===== config.mk =====
export PLATFORM = sky130hd
export DESIGN_NAME = u32_rounded_sqrt_core
export DESIGN_NICKNAME = d
export VERILOG_FILES = /design/src/rtl/usqrt_pkg.sv /design/src/rtl/usqrt_cell.sv /design/src/rtl/usqrt_round.sv /design/src/rtl/u32_rounded_sqrt_core.sv
export SDC_FILE = /design/constraint.sdc
export NUM_CORES = 1
export LEC_CHECK = 0
export ABC_AREA = 1
export BUFFER_PORTS_ARGS = -buffer_cell sky130_fd_sc_hd__buf_2
export CORE_UTILIZATION = 29
export DETAILED_ROUTE_END_ITERATION = 10
export PLACE_DENSITY = 0.44
export SETUP_SLACK_MARGIN = 0.02
export SLEW_MARGIN = 30
export SYNTH_ARGS = -nofsm -noshare
export SYNTH_HDL_FRONTEND = slang
export SYNTH_SLANG_ARGS = --single-unit
export TNS_END_PERCENT = 30

===== constraint.sdc =====
create_clock -name clock -period 5.2 [get_ports clock]
set_input_delay 1.56 -clock clock [delete_from_list [all_inputs] [get_ports clock]]
set_output_delay 1.56 -clock clock [all_outputs]
set_load 0.05 [all_outputs]

===== src/rtl/usqrt_pkg.sv =====
package usqrt_pkg;

   // Operand and result widths.
   localparam int VALUE_W = 32;
   localparam int ROOT_W  = 17;

   // One cell per result bit of the floor root.
   localparam int STEPS = 16;

   // Weight of the first trial bit (bit 30 of the operand pair).
   localparam logic [VALUE_W-1:0] FIRST_BIT = 32'h4000_0000;

   // One word as it travels down the chain of cells.
   typedef struct packed {
      logic               valid;
      logic               last;
      logic [VALUE_W-1:0] rem;
      logic [VALUE_W-1:0] acc;
   } stage_type;

endpackage


===== src/rtl/usqrt_cell.sv =====
module usqrt_cell #(
   parameter int STEP = 0
) (
   input  logic                  clock,
   input  logic                  reset,
   input  usqrt_pkg::stage_type  up_word,
   input  logic                  down_ready,
   output usqrt_pkg::stage_type  down_word,
   output logic                  up_ready
);

   // Trial bit for this digit position.
   localparam logic [usqrt_pkg::VALUE_W-1:0] BIT = usqrt_pkg::FIRST_BIT >> (2 * STEP);

   logic                          valid_ff;
   logic                          last_ff;
   logic [usqrt_pkg::VALUE_W-1:0] rem_ff;
   logic [usqrt_pkg::VALUE_W-1:0] acc_ff;
   logic [usqrt_pkg::VALUE_W-1:0] rem_in;
   logic [usqrt_pkg::VALUE_W-1:0] acc_in;
   logic [usqrt_pkg::VALUE_W:0]   trial_sum;
   logic                          take;

   // The cell can load whenever it is empty or its word moves on.
   assign up_ready = !valid_ff || down_ready;

   // One restoring digit step: subtract the trial value if it fits.
   always_comb begin
      trial_sum = {1'b0, up_word.acc} + {1'b0, BIT};
      take      = {1'b0, up_word.rem} >= trial_sum;
      if (take) begin
         rem_in = up_word.rem - trial_sum[usqrt_pkg::VALUE_W-1:0];
         acc_in = (up_word.acc >> 1) + BIT;
      end else begin
         rem_in = up_word.rem;
         acc_in = up_word.acc >> 1;
      end
   end

   // Valid flag of the stage.
   always_ff @(posedge clock) begin
      if (reset) begin
         valid_ff <= 1'b0;
      end else if (up_ready) begin
         valid_ff <= up_word.valid;
      end
   end

   // Payload of the stage.
   always_ff @(posedge clock) begin
      if (up_ready && up_word.valid) begin
         last_ff <= up_word.last;
         rem_ff  <= rem_in;
         acc_ff  <= acc_in;
      end
   end

   assign down_word = '{valid: valid_ff, last: last_ff, rem: rem_ff, acc: acc_ff};

endmodule


===== src/rtl/usqrt_round.sv =====
module usqrt_round (
   input  logic                         clock,
   input  logic                         reset,
   input  usqrt_pkg::stage_type         up_word,
   output logic                         up_ready,
   output logic                         rsp_valid,
   input  logic                         rsp_stall,
   output logic [usqrt_pkg::ROOT_W-1:0] rsp_root,
   output logic                         rsp_last_out
);

   logic                         valid_ff;
   logic                         last_ff;
   logic [usqrt_pkg::ROOT_W-1:0] root_ff;
   logic [usqrt_pkg::ROOT_W-1:0] root_in;

   // The output register takes a word when empty or when its word leaves.
   assign up_ready = !valid_ff || !rsp_stall;

   // Round up exactly when the remainder exceeds the floor root.
   always_comb begin
      root_in = {1'b0, up_word.acc[usqrt_pkg::ROOT_W-2:0]}
              + usqrt_pkg::ROOT_W'(up_word.rem > up_word.acc);
   end

   always_ff @(posedge clock) begin
      if (reset) begin
         valid_ff <= 1'b0;
      end else if (up_ready) begin
         valid_ff <= up_word.valid;
      end
   end

   always_ff @(posedge clock) begin
      if (up_ready && up_word.valid) begin
         last_ff <= up_word.last;
         root_ff <= root_in;
      end
   end

   assign rsp_valid    = valid_ff;
   assign rsp_root     = root_ff;
   assign rsp_last_out = last_ff;

endmodule


===== src/rtl/u32_rounded_sqrt_core.sv =====
// Channel  Direction  Handshake             Payload
// req      in         req_valid/req_stall   req_value[31:0], req_last_in
// rsp      out        rsp_valid/rsp_stall   rsp_root[16:0], rsp_last_out
//
// The chain holds sixteen digit cells, one per root bit, and a rounding
// output register. A new word can enter in every cycle while the chain flows.
// Synchronous active-high reset clears only the valid flags of the stages.
// A stall on rsp holds only the stages that are full behind it; empty stages
// still fill, so req_stall rises only once the whole chain is occupied.
module u32_rounded_sqrt_core (
   input  logic                         clock,
   input  logic                         reset,
   input  logic                         req_valid,
   output logic                         req_stall,
   input  logic [usqrt_pkg::VALUE_W-1:0] req_value,
   input  logic                         req_last_in,
   output logic                         rsp_valid,
   input  logic                         rsp_stall,
   output logic [usqrt_pkg::ROOT_W-1:0] rsp_root,
   output logic                         rsp_last_out
);

   usqrt_pkg::stage_type chain [usqrt_pkg::STEPS+1];
   logic                 ready [usqrt_pkg::STEPS+1];

   // Entry word: the remainder starts as the operand, the root as zero.
   assign chain[0] = '{valid: req_valid, last: req_last_in, rem: req_value, acc: '0};
   assign req_stall = !ready[0];

   // Row of digit cells.
   for (genvar i = 0; i < usqrt_pkg::STEPS; i++) begin : g_cell
      usqrt_cell #(
         .STEP(i)
      ) u_cell (
         .clock     (clock),
         .reset     (reset),
         .up_word   (chain[i]),
         .down_ready(ready[i+1]),
         .down_word (chain[i+1]),
         .up_ready  (ready[i])
      );
   end

   // Rounding and output register.
   usqrt_round u_round (
      .clock       (clock),
      .reset       (reset),
      .up_word     (chain[usqrt_pkg::STEPS]),
      .up_ready    (ready[usqrt_pkg::STEPS]),
      .rsp_valid   (rsp_valid),
      .rsp_stall   (rsp_stall),
      .rsp_root    (rsp_root),
      .rsp_last_out(rsp_last_out)
   );

   // After the last digit the remainder never exceeds twice the floor root.
   a_rem_bound: assert property (@(posedge clock) disable iff (reset)
      chain[usqrt_pkg::STEPS].valid |->
         ({1'b0, chain[usqrt_pkg::STEPS].rem} <= {chain[usqrt_pkg::STEPS].acc, 1'b0}))
      else $error("remainder out of range after the last digit cell");

   // The floor root fits in sixteen bits.
   a_root_width: assert property (@(posedge clock) disable iff (reset)
      chain[usqrt_pkg::STEPS].valid |->
         (chain[usqrt_pkg::STEPS].acc[usqrt_pkg::VALUE_W-1:usqrt_pkg::ROOT_W-1] == '0))
      else $error("floor root wider than sixteen bits");

   // An empty first cell never stalls the input.
   a_empty_accepts: assert property (@(posedge clock) disable iff (reset)
      !chain[1].valid |-> !req_stall)
      else $error("input stalled while the first cell is empty");

   // A word taken with nothing behind it leaves the output empty.
   a_drain: assert property (@(posedge clock) disable iff (reset)
      (rsp_valid && !rsp_stall && !chain[usqrt_pkg::STEPS].valid) |=> !rsp_valid)
      else $error("output word repeated after it was taken");

endmodule

# [Word level (Yosys, flattened, before mapping)]
# Cells that the tools add are included.
[classes] n_addsub=47 order_cmp=17 muxes=32 reduce_logical=53
[op_table] cell="$mux 32" n=16
[op_table] cell="$mux 31" n=16
[op_table] cell="$ge 32x33->1" n=15
[op_table] cell="$sub 32x32->32" n=15
[op_table] cell="$add 32x1->33 const B" n=1
[op_table] cell="$add 32x11->33 const B" n=1
[op_table] cell="$add 32x13->33 const B" n=1
[op_table] cell="$add 32x15->33 const B" n=1
[op_table] cell="$add 32x17->33 const B" n=1
[op_table] cell="$add 32x19->33 const B" n=1
[op_table] cell="$add 32x21->33 const B" n=1
[op_table] cell="$add 32x23->33 const B" n=1
[op_table] cell="$add 32x25->33 const B" n=1
[op_table] cell="$add 32x27->33 const B" n=1
[op_table] cell="$add 32x29->33 const B" n=1
[op_table] cell="$add 32x3->33 const B" n=1
[op_table] cell="$add 32x5->33 const B" n=1
[op_table] cell="$add 32x7->33 const B" n=1
[op_table] cell="$add 32x9->33 const B" n=1
[op_table] cell="$add 31x1->32 const B" n=1
[op_table] cell="$add 31x11->32 const B" n=1
[op_table] cell="$add 31x13->32 const B" n=1
[op_table] cell="$add 31x15->32 const B" n=1
[op_table] cell="$add 31x17->32 const B" n=1
[op_table] cell="other kinds (17)" n=67
[word_totals] register_bits=1075 output_inout_bits=20

# [Logic depth before layout (Yosys ltp)]
[depth] word_depth=19 ltp_mapped=20 depth_no_buf=20

# [Cells and area by module]
# Synthesis repeated with hierarchy kept, for this count alone.
[hier_totals] hier_cells=14390 area_unflattened_um2=96690.2
[modules_own_cells] mod="usqrt_cell at g_cell[15].u_cell" n_inst=1 cells_per_inst=1006 area_per_inst_um2=6821.5
[modules_own_cells] mod="usqrt_cell at g_cell[14].u_cell" n_inst=1 cells_per_inst=1037 area_per_inst_um2=6640.1
[modules_own_cells] mod="usqrt_cell at g_cell[13].u_cell" n_inst=1 cells_per_inst=1015 area_per_inst_um2=6528.8
[modules_own_cells] mod="usqrt_cell at g_cell[12].u_cell" n_inst=1 cells_per_inst=996 area_per_inst_um2=6453.7
[modules_own_cells] mod="usqrt_cell at g_cell[11].u_cell" n_inst=1 cells_per_inst=971 area_per_inst_um2=6334.8
[modules_own_cells] mod="usqrt_cell at g_cell[10].u_cell" n_inst=1 cells_per_inst=957 area_per_inst_um2=6254.7
[modules_own_cells] mod="usqrt_cell at g_cell[9].u_cell" n_inst=1 cells_per_inst=953 area_per_inst_um2=6184.7
[modules_own_cells] mod="usqrt_cell at g_cell[7].u_cell" n_inst=1 cells_per_inst=877 area_per_inst_um2=5959.5
[modules_own_cells] mod="usqrt_cell at g_cell[6].u_cell" n_inst=1 cells_per_inst=857 area_per_inst_um2=5726.7
[modules_own_cells] mod="usqrt_cell at g_cell[8].u_cell" n_inst=1 cells_per_inst=788 area_per_inst_um2=5574.1
[modules_own_cells] mod="usqrt_cell at g_cell[5].u_cell" n_inst=1 cells_per_inst=827 area_per_inst_um2=5555.3
[modules_own_cells] mod="usqrt_cell at g_cell[4].u_cell" n_inst=1 cells_per_inst=819 area_per_inst_um2=5512.8
[modules_own_cells] mod="usqrt_cell at g_cell[3].u_cell" n_inst=1 cells_per_inst=808 area_per_inst_um2=5486.5
[modules_own_cells] mod="usqrt_cell at g_cell[2].u_cell" n_inst=1 cells_per_inst=789 area_per_inst_um2=5447.7
[modules_own_cells] mod="+4 rows"

# [Worst setup path before layout]
# OpenSTA, ideal clock, no wires.
[synth_timing] kind="input -> register" start="in rsp_stall" end="reg g_cell[13].u_cell.acc_ff[10] (netlist name), enable pin" arrival_time_ns=4.141 path_slack_ns=0.592 path_stages=5 path_cell_list="nand2_1 -> nor2_2 -> inv_1 -> nor2_1 -> a21oi_1"
[synth_between] elab_chain_len=6
[synth_rtl] item="start, declared" line="u32_rounded_sqrt_core.sv:18" source="input logic rsp_stall,"
[synth_rtl] item="$logic_not 1->1" line="usqrt_round.sv:18" source="assign up_ready = !valid_ff || !rsp_stall;"
[synth_rtl] item="$logic_or 1x1->1" line="usqrt_round.sv:18"
[synth_rtl] item="$logic_or 1x1->1 (3 in series)" line="usqrt_cell.sv:25" source="assign up_ready = !valid_ff || down_ready;"
[synth_rtl] item="$logic_and 1x1->1" line="usqrt_cell.sv:51" source="if (up_ready && up_word.valid) begin"
[synth_rtl] item="end signal, assigned" line="usqrt_cell.sv:54" source="acc_ff <= acc_in;"
[synth_rtl] item="end, declared" line="usqrt_cell.sv:18" source="logic [usqrt_pkg::VALUE_W-1:0] acc_ff;"
# No other way between the ends.
# A chain may end at the register's enable or synchronous reset.

# [Worst setup path after layout]
[layout_timing] start="in rsp_stall" end="out req_stall"
[layout_between] elab_chain_len=19
[layout_rtl] item="$logic_not 1->1" line="usqrt_round.sv:18"
[layout_rtl] item="$logic_or 1x1->1" line="usqrt_round.sv:18"
[layout_rtl] item="$logic_or 1x1->1 (16 in series)" line="usqrt_cell.sv:25"
[layout_rtl] item="$logic_not 1->1" line="u32_rounded_sqrt_core.sv:28" source="assign req_stall = !ready[0];"
[layout_rtl] item="end, declared" line="u32_rounded_sqrt_core.sv:14" source="output logic req_stall,"
# No other way between the ends.

==> metrics.md <==
| Metric | Value |
|---|---|
| Setup TNS | 0 ns |
| Num rows | 127 |
| # diodes | 0 |
| Buffers on Ports | 56 |
| Post-DP HPWL | 63600 microns |
| Cell count after synthesis | 3301 |
| Synth async-reset ratio | 0% |
| Worst Path Required | 3.64 ns |
| WL final | 80400 microns |
| Routed len/inst | 15.7 microns |
| Tightest Pin Transition | 0.931 ns |
| Top FF cell, synth | edfxtp_1 |
| Synth Register Bits | 699 |
| Final number of setup-violating endpoints | 0 |
| Hold crit path type | reg2reg |
| PD cells | 299 mW/mm^2 |
| Arrival time worst endpoint | 3.41 ns |
| Top-count cell post-synth | edfxtp_1 |
| Fmax | 201 MHz |
| Drt via density | 4.43 |
| Maximum number of pins on one net before global-route repair | 48 |
| CTS H-tree lvls | 3 |
| Crit path max fanout | 4 |
| Top cells by count, synth | edfxtp_1 (682), nand2_1 (503), inv_1 (463), nor2_1 (329), a21oi_1 (183) |
| Static Leak | 15.1 nW |
| Core ar. | 0.120 sq mm |
| Post-synthesis sequential area ratio | 58.9% |
| Layout fillers | 12248 |
| Pre-antenna DRT Iters | 5 |
| Period utilization | 95.6% |
| Postcts setup bufs | 0 |
| First-pass GRT wire length | 126000 microns |
| Post-route setup slack | 0.231 ns |
| CTS max path bufs | 3 |
| Peak supply drop | 0.000249 V |
| Vias | 22659 |
| Max Cap Viol | 0 |
| Synthesized area per cell | 10.7 sq um |
| Die Footprint | 0.123 sq mm |
| CTS buffer count | 80 |
| Synth top area share | 58.0% |
| Register Area | 0.0208 sq mm |
| CTS root buf | clkbuf_16 |
| Starting Density | 29.4% |
| Ys Warns | 0 |
| Total grt overflow | 0 |
| Die height | 351 microns |
| CTS tree | built |
| Worst-Skew Late Latency | 0.68 ns |
| Multi-input gate area | 0.0126 sq mm |
| Initial antenna violation count | 2 |
| Startpoint type of the worst setup path | primary input |
| Clock period minus worst slack | 4.97 ns |
| Syn nets | 3508 |
| Post-layout util | 33.6% |
| Area after DPL | 0.0377 sq mm |
| RSZ-0062 raised after global routing | false |
| Max Clock Skew | 0.0472 ns |
| Clock slew at reported path FFs | 0.06 ns |
| Synth area leader | edfxtp_1 |
| Fin nets | 3644 |
| Critical setup path kind | in2out |
| Leading post-synthesis cells by cell area | edfxtp_1 (58%), ha_1 (6.0%), nand2_1 (5.3%) |
| Post-route cell area | 0.0404 sq mm |
| Final slew viol count | 0 |
| Number of enable flip-flop cells after synthesis | 682 |
| Clk sinks | 699 |
| Element type at the critical path end | primary output |
| Gr usage total | 13.2% |
| DRC | 0 |
| Mapped Area | 0.0353 sq mm |
| Final-report hold violation count | 0 |
| Vias in the first global route | 22814 |
| Die X | 351 microns |
| Pre-CTS setup slack | 0.232 ns |
| Area grow syn2layout | 14.5% |
| Slew margin rel. | 37.4% |
| Iter 0 DRT Violations | 1353 |
| Final GP Congestion | 0.863 |
| Hold_buf cts | 0 |
| CTS resizes | 0 |
| # IOs | 57 |
| Count of cell types in the netlist | 64 |
| Final ANT Viol Nets | 0 |
| Outcome | finished clean |
| Layout cells sized above 1 | 10.2% |
[area by class of cell]
type	instances	share of cell area, %
clock buffers	90	5.10
clock inverters	55	1.50
inverters	479	4.46
multi-input cells	2092	31.1
flip-flops and latches	699	51.5
well taps	1612	4.99
repair buffers	85	1.38
[power breakdown]
part           internal (mW)  total [mW]  leakage (nW)  switching (mW)
clock                   3.28        5.67          1.28            2.38
sequential              6.20        6.24          6.32          0.0422
combinational         0.0638       0.168          7.49           0.105
[critical path: stages]
cell and delay, ns:
buf_2 0.21, nand2_1 0.12, nor2_2 0.14, nand4_2 0.12, nor2_2 0.14, nand4_2 0.12, nor2_2 0.15, nand4_2 0.13
nor2_2 0.19, nand4_1 0.18, inv_1 0.09, buf_2 0.26
[layer usage]
layer / up-vias / track usage (%) / share of wire (%)
li1: 11658 / - / -
met1: 10546 / 16.2 / 44
met2: 331 / 23.3 / 49
met3: 124 / 2.36 / 3.2
met4: 0 / 4.27 / 3.0
met5: - / 0 / 0
[final timing paths]
path                                start                       end  slack, ns  cells past startpoint
max                             rsp_stall                 req_stall       0.23                     12
min              g_cell[0].u_cell.last_ff  g_cell[1].u_cell.last_ff       0.42                      0
max reg2reg  g_cell[15].u_cell.acc_ff[15]      u_round.rsp_root[15]       1.58                     21
min reg2reg      g_cell[0].u_cell.last_ff  g_cell[1].u_cell.last_ff       0.42                      0
[placed cells by master (no fill, tap or decap), types with 13 or more instances in the layout]
cell	synthesis	routed
o21bai_1	13	13
a21oi_1	183	178
buf_4	7	26
nor2_4	7	13
o21ai_1	26	26
o21ai_0	174	174
nand4_1	52	52
nor2_2	19	17
nor3_1	43	43
a31oi_1	15	15
nand3_1	94	94
nor2_1	329	325
clkinv_1	0	20
ha_1	170	170
edfxtp_1	682	682
clkbuf_16	0	81
xor2_1	144	144
or2_2	23	23
inv_2	14	14
buf_2	9	56
nand2_1	503	503
clkinv_2	0	15
inv_1	463	460
xnor2_1	84	84
nor4_1	64	63
o21ai_2	21	21
a21oi_2	18	18
dfxtp_1	17	17
[cell families after synthesis]
kind of cell             Yosys count  share of synthesized area (%)
multiplexers                       1                         0.0319
AO/OA/AOI/OAI                    507                           8.35
flip-flops                       699                           58.9
adder cells (fa/ha/maj)          170                           6.02
buffers and inverters            510                           5.76
AND/OR/NAND/NOR                 1186                           15.2
XOR/XNOR                         228                           5.65
[sequential cells by signal, indices dropped and copies added, names as in the netlist]
name	cells
g_cell.u_cell.valid_ff	16
g_cell.u_cell.rem_ff	512
u_round.rsp_root	17
u_round.rsp_valid	1
g_cell.u_cell.last_ff	16
g_cell.u_cell.acc_ff	136
u_round.rsp_last_out	1
[through the flow]
step	hold WS [ns]	total power, mW	cells
final	0.417	12.1	5112
after global routing	0.422	12.5	5112
after CTS	0.419	12.3	5111
after detailed placement	0.405	6.53	4966
after global placement	0.403	6.53	4964
after floorplan	0.400	6.46	3301
No activity file was read; power rests on OpenSTA's default activity.
